<file path="config.mk">
export PLATFORM = sky130hd
export DESIGN_NAME = modular_exponentiation
export DESIGN_NICKNAME = d
export VERILOG_FILES = /design/src/hw/rtl/mexp_pkg.sv /design/src/hw/rtl/modular_exponentiation.sv
export VERILOG_INCLUDE_DIRS = /design/src /design/src/hw/rtl
export SDC_FILE = /design/constraint.sdc
export NUM_CORES = 2
export LEC_CHECK = 0
export ABC_CLOCK_PERIOD_IN_PS = 13100
export BUFFER_PORTS_ARGS = -buffer_cell sky130_fd_sc_hd__buf_2
export CAP_MARGIN = 10
export CORE_MARGIN = 2
export CORE_UTILIZATION = 30
export CTS_BUF_LIST = sky130_fd_sc_hd__clkbuf_4
export CTS_CLUSTER_DIAMETER = 60
export DETAILED_ROUTE_END_ITERATION = 8
export MAX_ROUTING_LAYER = met4
export PLACE_DENSITY_LB_ADDON = 0.05
export REMOVE_ABC_BUFFERS = 1
export SYNTH_ARGS = -nofsm -noshare
export SYNTH_HDL_FRONTEND = slang
export SYNTH_SLANG_ARGS = --single-unit
</file>
<file path="constraint.sdc">
create_clock -name i_clk -period 13.1 [get_ports i_clk]
set_input_delay 2.62 -clock i_clk [delete_from_list [all_inputs] [get_ports i_clk]]
set_output_delay 2.62 -clock i_clk [all_outputs]
set_load 0.05 [all_outputs]
</file>
<file path="src/hw/rtl/modular_exponentiation_assert.svh">
// Assertion macros for the modular exponentiation block.
`ifndef MODULAR_EXPONENTIATION_ASSERT_SVH
`define MODULAR_EXPONENTIATION_ASSERT_SVH
`ifndef SYNTHESIS
// Same-cycle implication.
`define MEXP_ASSERT_NOW(label, clk, rst_n, ante, cons) \
    label: assert property (@(posedge clk) disable iff (!rst_n) (ante) |-> (cons)) \
        else $error("modular_exponentiation: assertion failed");
// Next-cycle implication.
`define MEXP_ASSERT_NEXT(label, clk, rst_n, ante, cons) \
    label: assert property (@(posedge clk) disable iff (!rst_n) (ante) |=> (cons)) \
        else $error("modular_exponentiation: assertion failed");
`else
`define MEXP_ASSERT_NOW(label, clk, rst_n, ante, cons)
`define MEXP_ASSERT_NEXT(label, clk, rst_n, ante, cons)
`endif
`endif

</file>
<file path="src/hw/rtl/mexp_pkg.sv">
// Package: payload types, microcode encoding and program for modular exponentiation.
package mexp_pkg;

    localparam int VALUE_W = 62;
    localparam int CNT_W   = $clog2(VALUE_W);
    localparam int PC_W    = 3;
    localparam int OP_W    = 3;
    localparam int COND_W  = 3;

    localparam logic [VALUE_W-1:0] ONE_VALUE = {{(VALUE_W-1){1'b0}}, 1'b1};

    // Register indexes on the configuration port
    localparam logic REG_EXPONENT = 1'b0;
    localparam logic REG_MODULUS  = 1'b1;

    typedef struct packed {
        logic [VALUE_W-1:0] message;
        logic               last_word;
    } t_req;

    typedef struct packed {
        logic [VALUE_W-1:0] result_value;
        logic               out_of_range;
        logic               last_out;
    } t_result;

    // Program steps
    localparam logic [PC_W-1:0] PC_IDLE  = 3'd0;
    localparam logic [PC_W-1:0] PC_REM   = 3'd1;
    localparam logic [PC_W-1:0] PC_INIT  = 3'd2;
    localparam logic [PC_W-1:0] PC_MLOAD = 3'd3;
    localparam logic [PC_W-1:0] PC_MSTEP = 3'd4;
    localparam logic [PC_W-1:0] PC_EUPD  = 3'd5;
    localparam logic [PC_W-1:0] PC_EMIT  = 3'd6;

    // Datapath operations
    localparam logic [OP_W-1:0] OP_LOAD  = 3'd0;
    localparam logic [OP_W-1:0] OP_REM   = 3'd1;
    localparam logic [OP_W-1:0] OP_INIT  = 3'd2;
    localparam logic [OP_W-1:0] OP_MLOAD = 3'd3;
    localparam logic [OP_W-1:0] OP_MSTEP = 3'd4;
    localparam logic [OP_W-1:0] OP_EUPD  = 3'd5;
    localparam logic [OP_W-1:0] OP_EMIT  = 3'd6;
    localparam logic [OP_W-1:0] OP_NOP   = 3'd7;

    // Jump conditions
    localparam logic [COND_W-1:0] COND_ALWAYS   = 3'd0;
    localparam logic [COND_W-1:0] COND_START    = 3'd1;
    localparam logic [COND_W-1:0] COND_CNT_ZERO = 3'd2;
    localparam logic [COND_W-1:0] COND_E_ZERO   = 3'd3;
    localparam logic [COND_W-1:0] COND_Y_LAST   = 3'd4;
    localparam logic [COND_W-1:0] COND_E_LAST   = 3'd5;

    typedef struct packed {
        logic [OP_W-1:0]   op;
        logic [COND_W-1:0] cond;
        logic [PC_W-1:0]   tgt_t;   // taken when cond holds
        logic [PC_W-1:0]   tgt_f;
    } t_uword;

    function automatic t_uword ucode(input logic [PC_W-1:0] pc);
        t_uword w;
        unique case (pc)
            PC_IDLE:  w = '{OP_LOAD,  COND_START,    PC_REM,   PC_IDLE};
            PC_REM:   w = '{OP_REM,   COND_CNT_ZERO, PC_INIT,  PC_REM};
            PC_INIT:  w = '{OP_INIT,  COND_E_ZERO,   PC_EMIT,  PC_MLOAD};
            PC_MLOAD: w = '{OP_MLOAD, COND_ALWAYS,   PC_MSTEP, PC_MSTEP};
            PC_MSTEP: w = '{OP_MSTEP, COND_Y_LAST,   PC_EUPD,  PC_MSTEP};
            PC_EUPD:  w = '{OP_EUPD,  COND_E_LAST,   PC_EMIT,  PC_MLOAD};
            PC_EMIT:  w = '{OP_EMIT,  COND_ALWAYS,   PC_IDLE,  PC_IDLE};
            default:  w = '{OP_NOP,   COND_ALWAYS,   PC_IDLE,  PC_IDLE};
        endcase
        return w;
    endfunction

endpackage

</file>
<file path="src/hw/rtl/modular_exponentiation.sv">
// Modular exponentiation: microcoded square-and-multiply over a shift-and-add datapath.
//
// Usage
//   Request channel: drive i_req (message, last_word) and raise start; the request
//   is taken at the rising edge where start is high and busy is low. busy is high
//   from the cycle after that edge until the cycle in which the result is issued.
//   Result channel: o_result (result_value, out_of_range, last_out) is valid for
//   exactly one cycle, marked by o_result_valid. The receiver cannot stall it.
//   Configuration: register 0 is the exponent, register 1 the modulus, written
//   through i_cfg_valid/o_cfg_ready with i_cfg_index and i_cfg_data. o_cfg_ready
//   is low while busy or start is high, so the key cannot change mid-request.
// Sequence
//   One request at a time. Load, reduction of the message mod the modulus, init,
//   then per exponent bit up to the highest set bit: a load, shift-add steps (stops
//   once the multiplier is spent) and an update, then the issue step; the result is
//   on the ports in the cycle after it. The worst case is a full 62-bit exponent and
//   modulus, set by the product loop. The square and the multiply share the
//   multiplier bits and run side by side.
// Reset
//   Synchronous, active low: sequencer idle, no result pending, exponent 1, modulus 3.
module modular_exponentiation (
    input  logic                             i_clk,
    input  logic                             i_rst_n,
    input  logic                             start,
    output logic                             busy,
    input  mexp_pkg::t_req                   i_req,
    output logic                             o_result_valid,
    output mexp_pkg::t_result                o_result,
    input  logic                             i_cfg_valid,
    output logic                             o_cfg_ready,
    input  logic                             i_cfg_index,
    input  logic [mexp_pkg::VALUE_W-1:0]     i_cfg_data
);
    import mexp_pkg::*;

    `include "modular_exponentiation_assert.svh"

    // Conditional subtract: x < 2m assumed, result below m
    function automatic logic [VALUE_W-1:0] reduce(input logic [VALUE_W:0]   x,
                                                  input logic [VALUE_W-1:0] m);
        logic [VALUE_W:0] diff;
        diff = x - {1'b0, m};
        return (x >= {1'b0, m}) ? diff[VALUE_W-1:0] : x[VALUE_W-1:0];
    endfunction

    // Key registers
    logic [VALUE_W-1:0] r_exponent, r_modulus;

    // Sequencer
    logic [PC_W-1:0] r_pc, n_pc;
    t_uword          uw;
    logic            cond_ok;

    // Datapath
    logic [VALUE_W-1:0] r_shift, n_shift;   // message during reduction, multiplier later
    logic [VALUE_W-1:0] r_base,  n_base;    // remainder, then running base
    logic [VALUE_W-1:0] r_acc,   n_acc;
    logic [VALUE_W-1:0] r_exp,   n_exp;
    logic [VALUE_W-1:0] r_p1,    n_p1;      // acc * base
    logic [VALUE_W-1:0] r_p2,    n_p2;      // base * base
    logic [VALUE_W-1:0] r_a1,    n_a1;
    logic [VALUE_W-1:0] r_a2,    n_a2;
    logic [CNT_W-1:0]   r_cnt,   n_cnt;
    logic               r_flag,  n_flag;
    logic               r_last,  n_last;

    logic               r_res_valid, n_res_valid;
    t_result            r_res,       n_res;

    logic               accept;

    assign busy        = (r_pc != PC_IDLE);
    assign accept      = start && !busy;
    // no key write on the edge that takes a request
    assign o_cfg_ready = !busy && !start;

    assign uw = ucode(r_pc);

    always_comb begin
        case (uw.cond)
            COND_ALWAYS:   cond_ok = 1'b1;
            COND_START:    cond_ok = start;
            COND_CNT_ZERO: cond_ok = (r_cnt == '0);
            COND_E_ZERO:   cond_ok = (r_exp == '0);
            COND_Y_LAST:   cond_ok = (r_shift[VALUE_W-1:1] == '0);
            COND_E_LAST:   cond_ok = (r_exp[VALUE_W-1:1] == '0);
            default:       cond_ok = 1'b1;
        endcase
        n_pc = cond_ok ? uw.tgt_t : uw.tgt_f;
    end

    always_comb begin
        n_shift     = r_shift;
        n_base      = r_base;
        n_acc       = r_acc;
        n_exp       = r_exp;
        n_p1        = r_p1;
        n_p2        = r_p2;
        n_a1        = r_a1;
        n_a2        = r_a2;
        n_cnt       = r_cnt;
        n_flag      = r_flag;
        n_last      = r_last;
        n_res_valid = 1'b0;
        n_res       = r_res;
        unique case (uw.op)
            OP_LOAD: begin
                if (accept) begin
                    n_shift = i_req.message;
                    n_last  = i_req.last_word;
                    n_flag  = (i_req.message >= r_modulus);
                    n_base  = '0;
                    n_exp   = r_exponent;
                    n_cnt   = CNT_W'(VALUE_W - 1);
                end
            end
            OP_REM: begin
                // restoring remainder, one message bit per step, MSB first
                n_base  = reduce({r_base, r_shift[VALUE_W-1]}, r_modulus);
                n_shift = {r_shift[VALUE_W-2:0], 1'b0};
                n_cnt   = r_cnt - 1'b1;
            end
            OP_INIT: begin
                n_acc = (r_modulus == ONE_VALUE) ? '0 : ONE_VALUE;
            end
            OP_MLOAD: begin
                n_shift = r_base;
                n_a1    = r_acc;
                n_a2    = r_base;
                n_p1    = '0;
                n_p2    = '0;
            end
            OP_MSTEP: begin
                if (r_shift[0]) begin
                    n_p1 = reduce({1'b0, r_p1} + {1'b0, r_a1}, r_modulus);
                    n_p2 = reduce({1'b0, r_p2} + {1'b0, r_a2}, r_modulus);
                end
                n_a1    = reduce({r_a1, 1'b0}, r_modulus);
                n_a2    = reduce({r_a2, 1'b0}, r_modulus);
                n_shift = {1'b0, r_shift[VALUE_W-1:1]};
            end
            OP_EUPD: begin
                if (r_exp[0]) begin
                    n_acc = r_p1;
                end
                n_base = r_p2;
                n_exp  = {1'b0, r_exp[VALUE_W-1:1]};
            end
            OP_EMIT: begin
                n_res_valid        = 1'b1;
                n_res.result_value = (r_modulus == '0) ? '0 : r_acc;
                n_res.out_of_range = r_flag;
                n_res.last_out     = r_last;
            end
            OP_NOP: begin
            end
            default: begin
            end
        endcase
    end

    always_ff @(posedge i_clk) begin
        if (!i_rst_n) begin
            r_pc        <= PC_IDLE;
            r_res_valid <= 1'b0;
            r_exponent  <= ONE_VALUE;
            r_modulus   <= VALUE_W'(3);
        end else begin
            r_pc        <= n_pc;
            r_res_valid <= n_res_valid;
            if (i_cfg_valid && o_cfg_ready) begin
                if (i_cfg_index == REG_EXPONENT) begin
                    r_exponent <= i_cfg_data;
                end else begin
                    r_modulus <= i_cfg_data;
                end
            end
        end
    end

    always_ff @(posedge i_clk) begin
        r_shift <= n_shift;
        r_base  <= n_base;
        r_acc   <= n_acc;
        r_exp   <= n_exp;
        r_p1    <= n_p1;
        r_p2    <= n_p2;
        r_a1    <= n_a1;
        r_a2    <= n_a2;
        r_cnt   <= n_cnt;
        r_flag  <= n_flag;
        r_last  <= n_last;
        r_res   <= n_res;
    end

    assign o_result_valid = r_res_valid;
    assign o_result       = r_res;

    `MEXP_ASSERT_NOW(a_res_below_mod, i_clk, i_rst_n, o_result_valid,
        (o_result.result_value < r_modulus) || (r_modulus == '0))
    `MEXP_ASSERT_NEXT(a_accept_to_rem, i_clk, i_rst_n, accept, r_pc == PC_REM)
    `MEXP_ASSERT_NEXT(a_single_strobe, i_clk, i_rst_n, o_result_valid, !o_result_valid)
    `MEXP_ASSERT_NEXT(a_rem_done, i_clk, i_rst_n, (r_pc == PC_REM) && (r_cnt == '0),
        r_pc == PC_INIT)
    `MEXP_ASSERT_NEXT(a_emit_strobe, i_clk, i_rst_n, r_pc == PC_EMIT,
        o_result_valid && !busy)

endmodule
</file>
==> flow_metrics.env <==
export IMPL_yosysUniqueCellTypes=99
export IMPL_drive_gt1_share_pct=10.5
export IMPL_ys_async_sr_fraction_pct=0
export IMPL_netlist_instances=6677
export IMPL_drv_slew=0
export IMPL_avgRoutedWirePerCell_um=22.9
export IMPL_fin_crit_ps=7810
export IMPL_worst_slack_ps=5290
export IMPL_die_w_um=443
export IMPL_tns_ps=0
export IMPL_post_route_util_pct=33.3
export IMPL_syn_cell_area_mm2=0.0578
export IMPL_row_count=161
export IMPL_ir_drop_uv=82.3
export IMPL_cts_htree_levels=4
export IMPL_dieArea_mm2=0.196
export IMPL_cp_start_kind="register"
export IMPL_ios=197
export IMPL_cts_sinks=696
export IMPL_root_buffer="clkbuf_4"
export IMPL_crit_type="reg -> reg"
export IMPL_max_freq_mhz=128
export IMPL_grt_setup_unrepaired="no"
export IMPL_grt_pass1_wl_um=323000
export IMPL_period_share_pct=59.6
export IMPL_worstSkewPairLatency_ps=1280
export IMPL_synthFlopType="edfxtp_1"
export IMPL_via_count=50200
export IMPL_worst_path_max_fanout=54
export IMPL_power_density_mw_per_mm2=191
export IMPL_hold_ws_ps=440
export IMPL_synth_top_cell_by_area="edfxtp_1"
export IMPL_worstMarginPinSlew_ps=1120
export IMPL_cap_violations=0
export IMPL_critPathCaptureType="register"
export IMPL_yosysTopAreaCellShare_pct=29.5
export IMPL_fin_skew_ps=93.9
export IMPL_worstPathArrival_ps=8900
export IMPL_setup_viol_count_final=0
export IMPL_overflow=0
export IMPL_synth_edf_count=568
export IMPL_wl_um=218000
export IMPL_coreArea_mm2=0.192
export IMPL_p_total_w=0.0122
export IMPL_syn2layout_area_growth_pct=10.6
export IMPL_ys_seq_elements=696
export IMPL_critical_path_required_ps=14200
export IMPL_initial_utilization_pct=30.1
export IMPL_dp_slack_ps=5330
export IMPL_drc=0
export IMPL_leakage_nw=25.1
export IMPL_synth_avg_cell_area_um2=8.65
export IMPL_port_buffers=196
export IMPL_first_global_vias=50600
export IMPL_synth_area_top_cells="edfxtp_1, ha_1, nand2_1"
export IMPL_hpwlAfterDp_um=171000
export IMPL_hold_viol=0
export IMPL_yosys_warnings=0
export IMPL_final_nets=7443
export IMPL_cts_buffers=220
export IMPL_slew_headroom_pct=25.2
export IMPL_hold_buffers=0
export IMPL_post_cts_buffers=0
export IMPL_status="finished, final reports clean"
export IMPL_antenna_left=0
export IMPL_drtIter0Drc=2740
export IMPL_cts_buffer_depth=3
export IMPL_vias_per_cell=5.27
export IMPL_dr_pass1_iters=7
export IMPL_cts_tree="yes"
export IMPL_antenna_found_initial=8
export IMPL_clkTransAtPathRegs_ps=70
export IMPL_grt_max_degree=115
export IMPL_die_h_um=443
export IMPL_gp_congestion=0.946
export IMPL_postCtsResizedCells=0
export IMPL_min_path_type="reg -> reg"
export IMPL_track_usage_pct=22.4
export IMPL_synth_seq_area_share_pct=34.0
==> state kept, by name, indices dropped and copies added, names as in the netlist <==
| register | cells |
|---|---|
| r_exp | 62 |
| r_base | 62 |
| r_a2 | 62 |
| r_cnt | 6 |
| o_result | 64 |
| r_modulus | 62 |
| r_a1 | 62 |
| r_pc | 3 |
| r_p2 | 62 |
| r_last | 1 |
| r_shift | 62 |
| o_result_valid | 1 |
| r_flag | 1 |
| r_acc | 62 |
| r_p1 | 62 |
| r_exponent | 62 |
==> placed cells by master, fill, tap and decap left out, types with 64 or more instances in the layout <==
cell type / n
a21boi_0: 130
a21o_1: 260
a21oi_1: 579
and2_1: 88
and3_1: 104
buf_2: 195
buf_4: 64
clkbuf_4: 341
dfxtp_1: 125
edfxtp_1: 568
ha_1: 497
inv_1: 179
mux2i_1: 269
nand2_1: 1046
nand2b_1: 68
nand3_1: 113
nand4_1: 122
nor2_1: 400
nor2b_1: 75
nor3_1: 67
o211ai_1: 84
o21ai_0: 389
o21ai_1: 107
o21bai_1: 81
xnor2_1: 264
xor2_1: 139
==> worst max-delay path, cell delays in order (launching register included) <==
cell	delay, ps
edfxtp_1	470
ha_1	420
and4_1	220
and3_1	190
a211oi_2	430
a211oi_2	190
o21bai_1	480
a31oi_2	250
a41oi_2	350
o21bai_1	130
a32o_1	240
a31oi_1	230
xnor2_1	160
ha_1	440
nand4_1	270
nor4_1	710
and4_1	360
o21ai_0	90
o2111ai_1	140
a41oi_2	90
o21ai_4	200
buf_4	650
nand2_1	550
o22ai_1	290
==> through the flow <==
| stage | instances | instance area [µm²] |
|---|---|---|
| after detailed placement | 9113 | 61000 |
| final | 9522 | 63900 |
| after global routing | 9515 | 63800 |
| after CTS | 9505 | 63800 |
| after floorplan | 6326 | 56200 |
| after global placement | 9113 | 61000 |
==> path summary, 6_finish.rpt <==
kind | start | endpoint | slack, ps | depth (start not counted)
worst max-delay path | r_a2[10]$_DFFE_PP_ | r_p2[40]$_SDFFCE_PP0P_ | 5290 | 23
worst min-delay path | r_flag$_DFFE_PP_ | o_result[1]$_DFFE_PP_ | 440 | 0
worst max register to register | r_a2[10]$_DFFE_PP_ | r_p2[40]$_SDFFCE_PP0P_ | 5290 | 23
worst min register to register | r_flag$_DFFE_PP_ | o_result[1]$_DFFE_PP_ | 440 | 0
==> cell type report <==
cell class | instances | area (µm²)
Antenna cell | 17 | 42.5
Sequential cell | 696 | 19600
Multi-Input combinational cell | 5450 | 36000
Timing Repair Buffer | 261 | 1500
Clock buffer | 341 | 2560
Fill cell | 20400 | 128000
Inverter | 180 | 681
Clock inverter | 51 | 244
Tap cell | 2526 | 3160
==> cells by family after synthesis <==
family | share of synthesized area, %
AOI/OAI and AO/OA | 22.6
and+or+nand+nor | 17.7
muxes | 4.68
adders and majority gates | 11.0
DFF | 34.0
buffers and inverters | 3.93
xor gates and xnor gates | 6.11
==> synth_stat cells, drive strengths merged (12+ instances only) <==
library cell / count
nand2: 1054
a21oi: 585
edfxtp: 568
o21ai: 500
ha: 497
nor2: 408
mux2i: 269
clkbuf: 267
xnor2: 264
a21o: 260
inv: 180
xor2: 139
a21boi: 134
dfxtp: 128
nand4: 122
nand3: 116
and3: 106
and2: 90
o211ai: 87
buf: 84
o21bai: 81
nor2b: 76
a211oi: 70
nand2b: 69
nor3: 67
a31oi: 60
nor4: 58
o21a: 52
o31ai: 29
or3: 17
a2111oi: 14
a221oi: 14
a22o: 13
o221ai: 13
a211o: 12
a221o: 12
==> where the power goes <==
| group | total [W] | leakage (nW) | internal [W] | switching [W] |
|---|---|---|---|---|
| combinational | 0.00651 | 17.1 | 0.00247 | 0.00404 |
| sequential | 0.00343 | 6.34 | 0.00299 | 0.000443 |
| clock | 0.00227 | 1.68 | 0.00119 | 0.00108 |
==> per-layer routing <==
metal / vias up / routed length [µm] / global-route usage, %
li1: 24900 / - / -
met1: 23800 / 104000 / 29.9
met2: 1142 / 96500 / 34.3
met3: 353 / 8460 / 2.79
met4: 0 / 8890 / 8.93
met5: - / 0 / -
(Power assumes the default switching activity.)
